===== src/fsfd_pkg.sv =====
// ----------------------------------------------------------------------------
// Flow sensor frame decoder package
// Shared widths, register indexes and the CRC-8 byte update.
// ----------------------------------------------------------------------------
package fsfd_pkg;

  localparam int BYTE_W     = 8;
  localparam int RAW_W      = 16;
  localparam int DIVISOR_W  = 16;
  localparam int DIVIDEND_W = 24;
  localparam int FLOW_W     = 25;
  localparam int CFG_IDX_W  = 2;
  localparam int CFG_DATA_W = 16;
  localparam int FRAME_BYTES = 3;

  localparam logic [RAW_W-1:0]  OFFSET_RST = 16'd32000;
  localparam logic [RAW_W-1:0]  SCALE_RST  = 16'd140;
  localparam logic [BYTE_W-1:0] POLY_RST   = 8'h31;

  typedef enum logic [CFG_IDX_W-1:0] {
    REG_FLOW_OFFSET = 2'd0,
    REG_FLOW_SCALE  = 2'd1,
    REG_CRC_POLY    = 2'd2
  } cfg_reg_t;

  typedef struct packed {
    logic                  start;
    logic [DIVIDEND_W-1:0] dividend;
    logic [DIVISOR_W-1:0]  divisor;
  } div_req_t;

  typedef struct packed {
    logic                  busy;
    logic                  done;
    logic [DIVIDEND_W-1:0] quotient;
  } div_sts_t;

  // One CRC-8 byte: xor in the byte, then eight MSB-first shifts.
  function automatic logic [BYTE_W-1:0] crc8_byte(
    input logic [BYTE_W-1:0] crc_in,
    input logic [BYTE_W-1:0] data,
    input logic [BYTE_W-1:0] poly
  );
    logic [BYTE_W-1:0] c;
    c = crc_in ^ data;
    for (int b = 0; b < BYTE_W; b++) begin
      if (c[BYTE_W-1]) begin
        c = {c[BYTE_W-2:0], 1'b0} ^ poly;
      end else begin
        c = {c[BYTE_W-2:0], 1'b0};
      end
    end
    return c;
  endfunction

endpackage


===== src/fsfd_divider.sv =====
// ----------------------------------------------------------------------------
// Flow sensor frame decoder divider
// Restoring unsigned divider, one quotient bit per cycle.
// ----------------------------------------------------------------------------
module fsfd_divider
  import fsfd_pkg::*;
(
  input  logic     clk,
  input  logic     rst_n,
  input  div_req_t req,
  output div_sts_t sts
);

  localparam int CNT_W = $clog2(DIVIDEND_W);

  logic                  busy_r;
  logic                  done_r;
  logic [CNT_W-1:0]      cnt_r;
  logic [DIVISOR_W-1:0]  rem_r;
  logic [DIVISOR_W-1:0]  rem_nxt;
  logic [DIVIDEND_W-1:0] quo_r;
  logic [DIVISOR_W-1:0]  dvs_r;
  logic [DIVISOR_W:0]    trial;
  logic                  qbit;

  // Bring down the next dividend bit and try the subtract.
  assign trial   = {rem_r, quo_r[DIVIDEND_W-1]} - {1'b0, dvs_r};
  assign qbit    = ~trial[DIVISOR_W];
  assign rem_nxt = qbit ? trial[DIVISOR_W-1:0] : {rem_r[DIVISOR_W-2:0], quo_r[DIVIDEND_W-1]};

  always_ff @(posedge clk) begin
    if (!rst_n) begin
      busy_r <= 1'b0;
      done_r <= 1'b0;
    end else begin
      done_r <= 1'b0;
      if (req.start) begin
        busy_r <= 1'b1;
        rem_r  <= '0;
        quo_r  <= req.dividend;
        dvs_r  <= req.divisor;
        cnt_r  <= CNT_W'(DIVIDEND_W - 1);
      end else if (busy_r) begin
        rem_r <= rem_nxt;
        quo_r <= {quo_r[DIVIDEND_W-2:0], qbit};
        cnt_r <= cnt_r - 1'b1;
        if (cnt_r == '0) begin
          busy_r <= 1'b0;
          done_r <= 1'b1;
        end
      end
    end
  end

  assign sts.busy     = busy_r;
  assign sts.done     = done_r;
  assign sts.quotient = quo_r;

endmodule


===== src/flow_sensor_frame_decoder_unit.sv =====
// ----------------------------------------------------------------------------
// Flow sensor frame decoder
// CRC-8 frame check, sticky error flag and Q.8 flow conversion.
// ----------------------------------------------------------------------------
// One frame is taken at a time. A frame with a failed read skips the CRC and
// goes straight to the result; a good read runs the CRC over its three bytes,
// one byte per cycle, and a frame that passes CRC then goes through the
// restoring divider, one quotient bit per cycle. The result sits in an output
// register, so a new frame is taken while it waits.
// Configuration writes are taken every cycle and must come while idle.
module flow_sensor_frame_decoder_unit
  import fsfd_pkg::*;
(
  input  logic                     clk,
  input  logic                     rst_n,
  input  logic                     cfg_valid,
  output logic                     cfg_ready,
  input  logic [CFG_IDX_W-1:0]     cfg_index,
  input  logic [CFG_DATA_W-1:0]    cfg_data,
  input  logic                     in_valid,
  output logic                     in_ready,
  input  logic [BYTE_W-1:0]        in_flow_high_byte,
  input  logic [BYTE_W-1:0]        in_flow_low_byte,
  input  logic [BYTE_W-1:0]        in_crc_byte,
  input  logic                     in_read_failed,
  input  logic                     in_resend_failed,
  output logic                     out_valid,
  input  logic                     out_ready,
  output logic signed [FLOW_W-1:0] out_flow_value,
  output logic                     out_sample_updated,
  output logic                     out_crc_mismatch,
  output logic                     out_sensor_error
);

  typedef enum logic [2:0] {
    S_IDLE,
    S_CRC,
    S_CHECK,
    S_DIV,
    S_DONE
  } state_t;

  state_t                   state_r;
  logic [RAW_W-1:0]         offset_r;
  logic [RAW_W-1:0]         scale_r;
  logic [BYTE_W-1:0]        poly_r;
  logic [BYTE_W-1:0]        hi_r;
  logic [BYTE_W-1:0]        lo_r;
  logic [BYTE_W-1:0]        cb_r;
  logic                     rd_fail_r;
  logic                     rs_fail_r;
  logic [1:0]               idx_r;
  logic [BYTE_W-1:0]        crc_r;
  logic [BYTE_W-1:0]        crc_nxt;
  logic [BYTE_W-1:0]        cur_byte;
  logic                     neg_r;
  logic                     upd_r;
  logic                     mis_r;
  logic signed [FLOW_W-1:0] held_flow_r;
  logic                     error_r;
  logic                     out_valid_r;
  logic signed [FLOW_W-1:0] out_flow_r;
  logic                     out_upd_r;
  logic                     out_mis_r;
  logic                     out_err_r;
  logic [RAW_W:0]           diff;
  logic [RAW_W-1:0]         diff_mag;
  logic [FLOW_W-1:0]        quo_ext;
  logic                     error_nxt;
  div_req_t                 div_req;
  div_sts_t                 div_sts;

  always_comb begin
    case (idx_r)
      2'd0:    cur_byte = hi_r;
      2'd1:    cur_byte = lo_r;
      default: cur_byte = cb_r;
    endcase
  end

  assign crc_nxt  = crc8_byte(crc_r, cur_byte, poly_r);
  assign diff     = {1'b0, hi_r, lo_r} - {1'b0, offset_r};
  assign diff_mag = diff[RAW_W] ? RAW_W'(-diff) : diff[RAW_W-1:0];
  assign quo_ext  = {1'b0, div_sts.quotient};

  assign div_req.start    = (state_r == S_CHECK) && (crc_r == '0);
  assign div_req.dividend = {diff_mag, {BYTE_W{1'b0}}};
  assign div_req.divisor  = (scale_r == '0) ? DIVISOR_W'(1) : scale_r;

  assign error_nxt = rd_fail_r ? (error_r | rs_fail_r) : 1'b0;

  fsfd_divider u_div (
    .clk   (clk),
    .rst_n (rst_n),
    .req   (div_req),
    .sts   (div_sts)
  );

  always_ff @(posedge clk) begin
    if (!rst_n) begin
      offset_r <= OFFSET_RST;
      scale_r  <= SCALE_RST;
      poly_r   <= POLY_RST;
    end else if (cfg_valid) begin
      case (cfg_index)
        REG_FLOW_OFFSET: offset_r <= cfg_data;
        REG_FLOW_SCALE:  scale_r  <= cfg_data;
        REG_CRC_POLY:    poly_r   <= cfg_data[BYTE_W-1:0];
        default:         ;
      endcase
    end
  end

  always_ff @(posedge clk) begin
    if (!rst_n) begin
      state_r     <= S_IDLE;
      held_flow_r <= '0;
      error_r     <= 1'b0;
      out_valid_r <= 1'b0;
    end else begin
      // S_DONE reloads the output register itself.
      if (out_valid_r && out_ready && state_r != S_DONE) begin
        out_valid_r <= 1'b0;
      end
      case (state_r)
        S_IDLE: begin
          if (in_valid) begin
            hi_r      <= in_flow_high_byte;
            lo_r      <= in_flow_low_byte;
            cb_r      <= in_crc_byte;
            rd_fail_r <= in_read_failed;
            rs_fail_r <= in_resend_failed;
            idx_r     <= '0;
            crc_r     <= '0;
            upd_r     <= 1'b0;
            mis_r     <= 1'b0;
            state_r   <= in_read_failed ? S_DONE : S_CRC;
          end
        end
        S_CRC: begin
          crc_r <= crc_nxt;
          idx_r <= idx_r + 1'b1;
          if (idx_r == 2'(FRAME_BYTES - 1)) begin
            state_r <= S_CHECK;
          end
        end
        S_CHECK: begin
          neg_r <= diff[RAW_W];
          if (crc_r == '0) begin
            state_r <= S_DIV;
          end else begin
            mis_r   <= 1'b1;
            state_r <= S_DONE;
          end
        end
        S_DIV: begin
          if (div_sts.done) begin
            held_flow_r <= neg_r ? -quo_ext : quo_ext;
            upd_r       <= 1'b1;
            state_r     <= S_DONE;
          end
        end
        S_DONE: begin
          // Hold until the output register is free.
          if (!out_valid_r || out_ready) begin
            out_valid_r <= 1'b1;
            out_flow_r  <= held_flow_r;
            out_upd_r   <= upd_r;
            out_mis_r   <= mis_r;
            out_err_r   <= error_nxt;
            error_r     <= error_nxt;
            state_r     <= S_IDLE;
          end
        end
        default: state_r <= S_IDLE;
      endcase
    end
  end

  assign cfg_ready          = 1'b1;
  assign in_ready           = (state_r == S_IDLE);
  assign out_valid          = out_valid_r;
  assign out_flow_value     = out_flow_r;
  assign out_sample_updated = out_upd_r;
  assign out_crc_mismatch   = out_mis_r;
  assign out_sensor_error   = out_err_r;

  a_upd_mis_exclusive: assert property (@(posedge clk) disable iff (!rst_n)
    out_valid |-> !(out_sample_updated && out_crc_mismatch))
    else $error("sample_updated and crc_mismatch both set");

  a_mismatch_clears_error: assert property (@(posedge clk) disable iff (!rst_n)
    (out_valid && out_crc_mismatch) |-> !out_sensor_error)
    else $error("crc mismatch reported with sensor error set");

  a_div_done_in_div: assert property (@(posedge clk) disable iff (!rst_n)
    div_sts.done |-> (state_r == S_DIV))
    else $error("divider finished outside the divide state");

  a_div_busy_in_div: assert property (@(posedge clk) disable iff (!rst_n)
    div_sts.busy |-> (state_r == S_DIV))
    else $error("divider busy outside the divide state");

  a_flow_held: assert property (@(posedge clk) disable iff (!rst_n)
    (state_r == S_DONE && !upd_r) |=> $stable(held_flow_r))
    else $error("held flow changed on a frame that did not update");

endmodule


===== config.mk =====
export PLATFORM = sky130hd
export DESIGN_NAME = flow_sensor_frame_decoder_unit
export DESIGN_NICKNAME = d
export VERILOG_FILES = /design/src/fsfd_pkg.sv /design/src/fsfd_divider.sv /design/src/flow_sensor_frame_decoder_unit.sv
export SDC_FILE = /design/constraint.sdc
export NUM_CORES = 1
export LEC_CHECK = 0
export BUFFER_PORTS_ARGS = -buffer_cell sky130_fd_sc_hd__buf_2
export CAP_MARGIN = 5
export CORE_MARGIN = 5
export CORE_UTILIZATION = 50
export CTS_CLUSTER_SIZE = 25
export DETAILED_ROUTE_END_ITERATION = 8
export PLACE_DENSITY = 0.67
export SKIP_CTS_REPAIR_TIMING = 1
export SLEW_MARGIN = 20
export SYNTH_ARGS = -nofsm -noshare
export SYNTH_HDL_FRONTEND = slang
export SYNTH_SLANG_ARGS = --single-unit
export TNS_END_PERCENT = 5

===== constraint.sdc =====
create_clock -name clk -period 5.59 [get_ports clk]
set_input_delay 1.118 -clock clk [delete_from_list [all_inputs] [get_ports clk]]
set_output_delay 1.118 -clock clk [all_outputs]
set_load 0.05 [all_outputs]

==> results.cfg <==
[status]
status = complete, no violations

[floorplanning]
chipHeight_um = 159.8
rows = 54
start_util = 0.5113
core_area_um2 = 21960
num_io_pins = 80
dieArea_um2 = 25550
die_x_um = 159.8

[synth]
synth_cell_types = 86
seq_area_frac_synth = 0.4707
avgSynthCellArea_um2 = 9.712
synthTopCellsByArea = edfxtp_1 (34%), dfxtp_1 (13%), nand2_1 (6.1%)
synth_top_area_cell = edfxtp_1
netlist_top_cells_count = nand2_1 (182), edfxtp_1 (128), inv_1 (75), nor2_1 (74), o21ai_0 (73)
yosys.area.top_type_share = 0.3424
syn_inst = 1156
yosysWarnings = 0
synth_ff_type = edfxtp_1
postSynth.asyncResetShare = 0
synth_nets = 1245
netlist_area_um2 = 11230
synth-seq-cells = 200
synth_edf_count = 128
synth_most_common_cell = nand2_1

[global_route]
first_global_vias = 7757
grt_start_max_net_pins = 71
grt_pass1_wl_mm = 40.39
antenna_found_initial = 0
grt_usage = 0.1932
grt-ovfl-total = 0

[timing]
rsz0062_at_grt = false
worst_pin_slew_ns = 1.067
skew_ns = 0.01626
setup_viol = 0
period_share = 0.9313
maxSlewViolCount = 0
fmax_mhz = 192.1
tns_ns = 0
min_period_ns = 5.206
setup_ws_ns = 0.3839
final_hold_viol_count = 0
relSlewSlack = 0.2889

[min_path]
holdPathStages = 0
hold_path_class = reg -> reg
hold_start = held_flow_r[18]$_SDFFE_PN0P_

[placed_design]
place_area_um2 = 11710
hpwl_mm = 18.26
dp_slack_ns = 0.3577
portBuffers = 78
place_congestion = 0.9023

[cells_and_area]
final_nets = 1284
drive_gt1_frac = 0.1374
fin_util = 0.5615
areaGrowthSynthToFinish_pct = 9.830
stdcell_area_um2 = 12330
n_fill_cell = 1933
diodes = 0

[pwr]
p_total_mw = 3.884
power.leakage_nw = 4.997
pwr_density_cell_nw_per_um2 = 315.0
ir_drop_mv = 0.2768

[drt]
routedWlPerCell_um = 16.50
first_pass_iters = 5
ant_nets = 0
wirelength_mm = 24.55
drt_iter0_markers = 576
vias = 8136
drc_errors = 0
vias_per_cell = 5.468

[clocking]
clock_path_buffers = 2
clock-sinks = 200
cts_tree = built
clock_latency_ns = 0.44
root_buffer = clkbuf_16
cts_buffers = 17
clk_pin_slew_ns = 0.08
htree_levels = 4

[critical_path]
cp.required_ns = 5.89
crit_path_start = idx_r[0]$_SDFFCE_PN0P_
r2r-start = idx_r[0]$_SDFFCE_PN0P_
crit_fanout = 12
end_kind = flop
critPathKind = reg -> reg
cp-start-kind = flop
reg2regPathDepth = 16
critPathArrivalTime_ns = 5.50
reg2reg_setup_slack_ns = 0.38

[flow_run]
maxCapViolCount = 0
==> worst paths after layout <==
check / to
min reg2reg: out_flow_value[18]$_DFFE_PP_
max reg2reg: crc_r[2]$_SDFFCE_PN0P_
max: crc_r[2]$_SDFFCE_PN0P_
min: out_flow_value[18]$_DFFE_PP_
==> metal layers <==
layer / up-vias / GRT usage / routed length (um)
met1: 3756 / 0.2672 / 11590
met3: 28 / 0.04072 / 1174
met5: - / 0 / 0
met2: 211 / 0.3104 / 11420
li1: 4141 / - / -
met4: 0 / 0.05358 / 362
==> registers in the layout, indices dropped and copies added (netlist names), 3 cells and up <==
signal          count
u_div.dvs_r        16
scale_r            16
hi_r                8
crc_r               8
offset_r           16
held_flow_r        25
u_div.quo_r        24
state_r             3
lo_r                8
poly_r              8
out_flow_value     25
u_div.cnt_r         5
cb_r                8
u_div.rem_r        16
==> power by group <==
part           switching, mW  leakage [nW]  internal [mW]
sequential            0.0387          1.77           1.61
clock                  0.613         0.294          0.643
combinational          0.541          2.93          0.437
==> layout make-up <==
type / instances / area [um2] / area share
Clock buffer: 17 / 425.4 / 0.03450
Clock inverter: 15 / 175.2 / 0.01421
Inverter: 75 / 281.5 / 0.02283
Multi-Input combinational cell: 814 / 5355 / 0.4343
Sequential cell: 200 / 5285 / 0.4286
Tap cell: 280 / 350.3 / 0.02841
Timing Repair Buffer: 87 / 457.9 / 0.03714
==> cells in the final DEF (no fill, tap or decap), drive strengths merged, types with 8 or more instances in the layout <==
master  instances
a211oi          8
a21boi         38
a21oi          33
a22o           11
and2           24
and3           10
buf            87
clkbuf         17
dfxtp          72
edfxtp        128
ha             38
inv            83
mux2i          23
nand2         183
nand2b          8
nand3          20
nor2           74
nor2b          16
nor3           19
o211a          15
o211ai         17
o21ai          75
or3             9
or4            10
xnor2          49
xor2           33
==> through the flow <==
stage               cells  hold slack, ns
floorplan            1156          0.4003
global route         1488          0.4412
finish               1488          0.4288
CTS                  1488          0.4311
global placement     1456          0.4078
detailed placement   1456          0.4138
==> cell families (layout without fill, tap and decap cells) <==
logic type / count (synthesis) / count (layout) / share of synthesized area
xor gates and xnor gates: 88 / 88 / 0.07846
adders and majority gates: 40 / 40 / 0.04592
and+or+nand+nor: 407 / 407 / 0.1730
other: 1 / 1 / 0.0003340
DFF: 200 / 200 / 0.4707
buffers and inverters: 142 / 194 / 0.05472
AOI/OAI and AO/OA: 254 / 254 / 0.1554
muxes: 24 / 24 / 0.02151
==> worst max-delay path, cell delays in order (launching register included) <==
cell       delay [ns]
edfxtp_1         0.38
inv_1            0.08
ha_1             0.37
a22o_2           0.36
nor3_1           0.43
o21ai_0          0.28
a2111oi_0        0.51
a221oi_1         0.14
xnor3_1          0.44
and3_2           0.26
a211oi_1         0.27
o21ai_1          0.12
xnor3_2          0.46
xnor2_1          0.14
buf_4            0.16
or4_1            0.51
a21oi_1          0.17
Power figures use the tool's default switching activity.
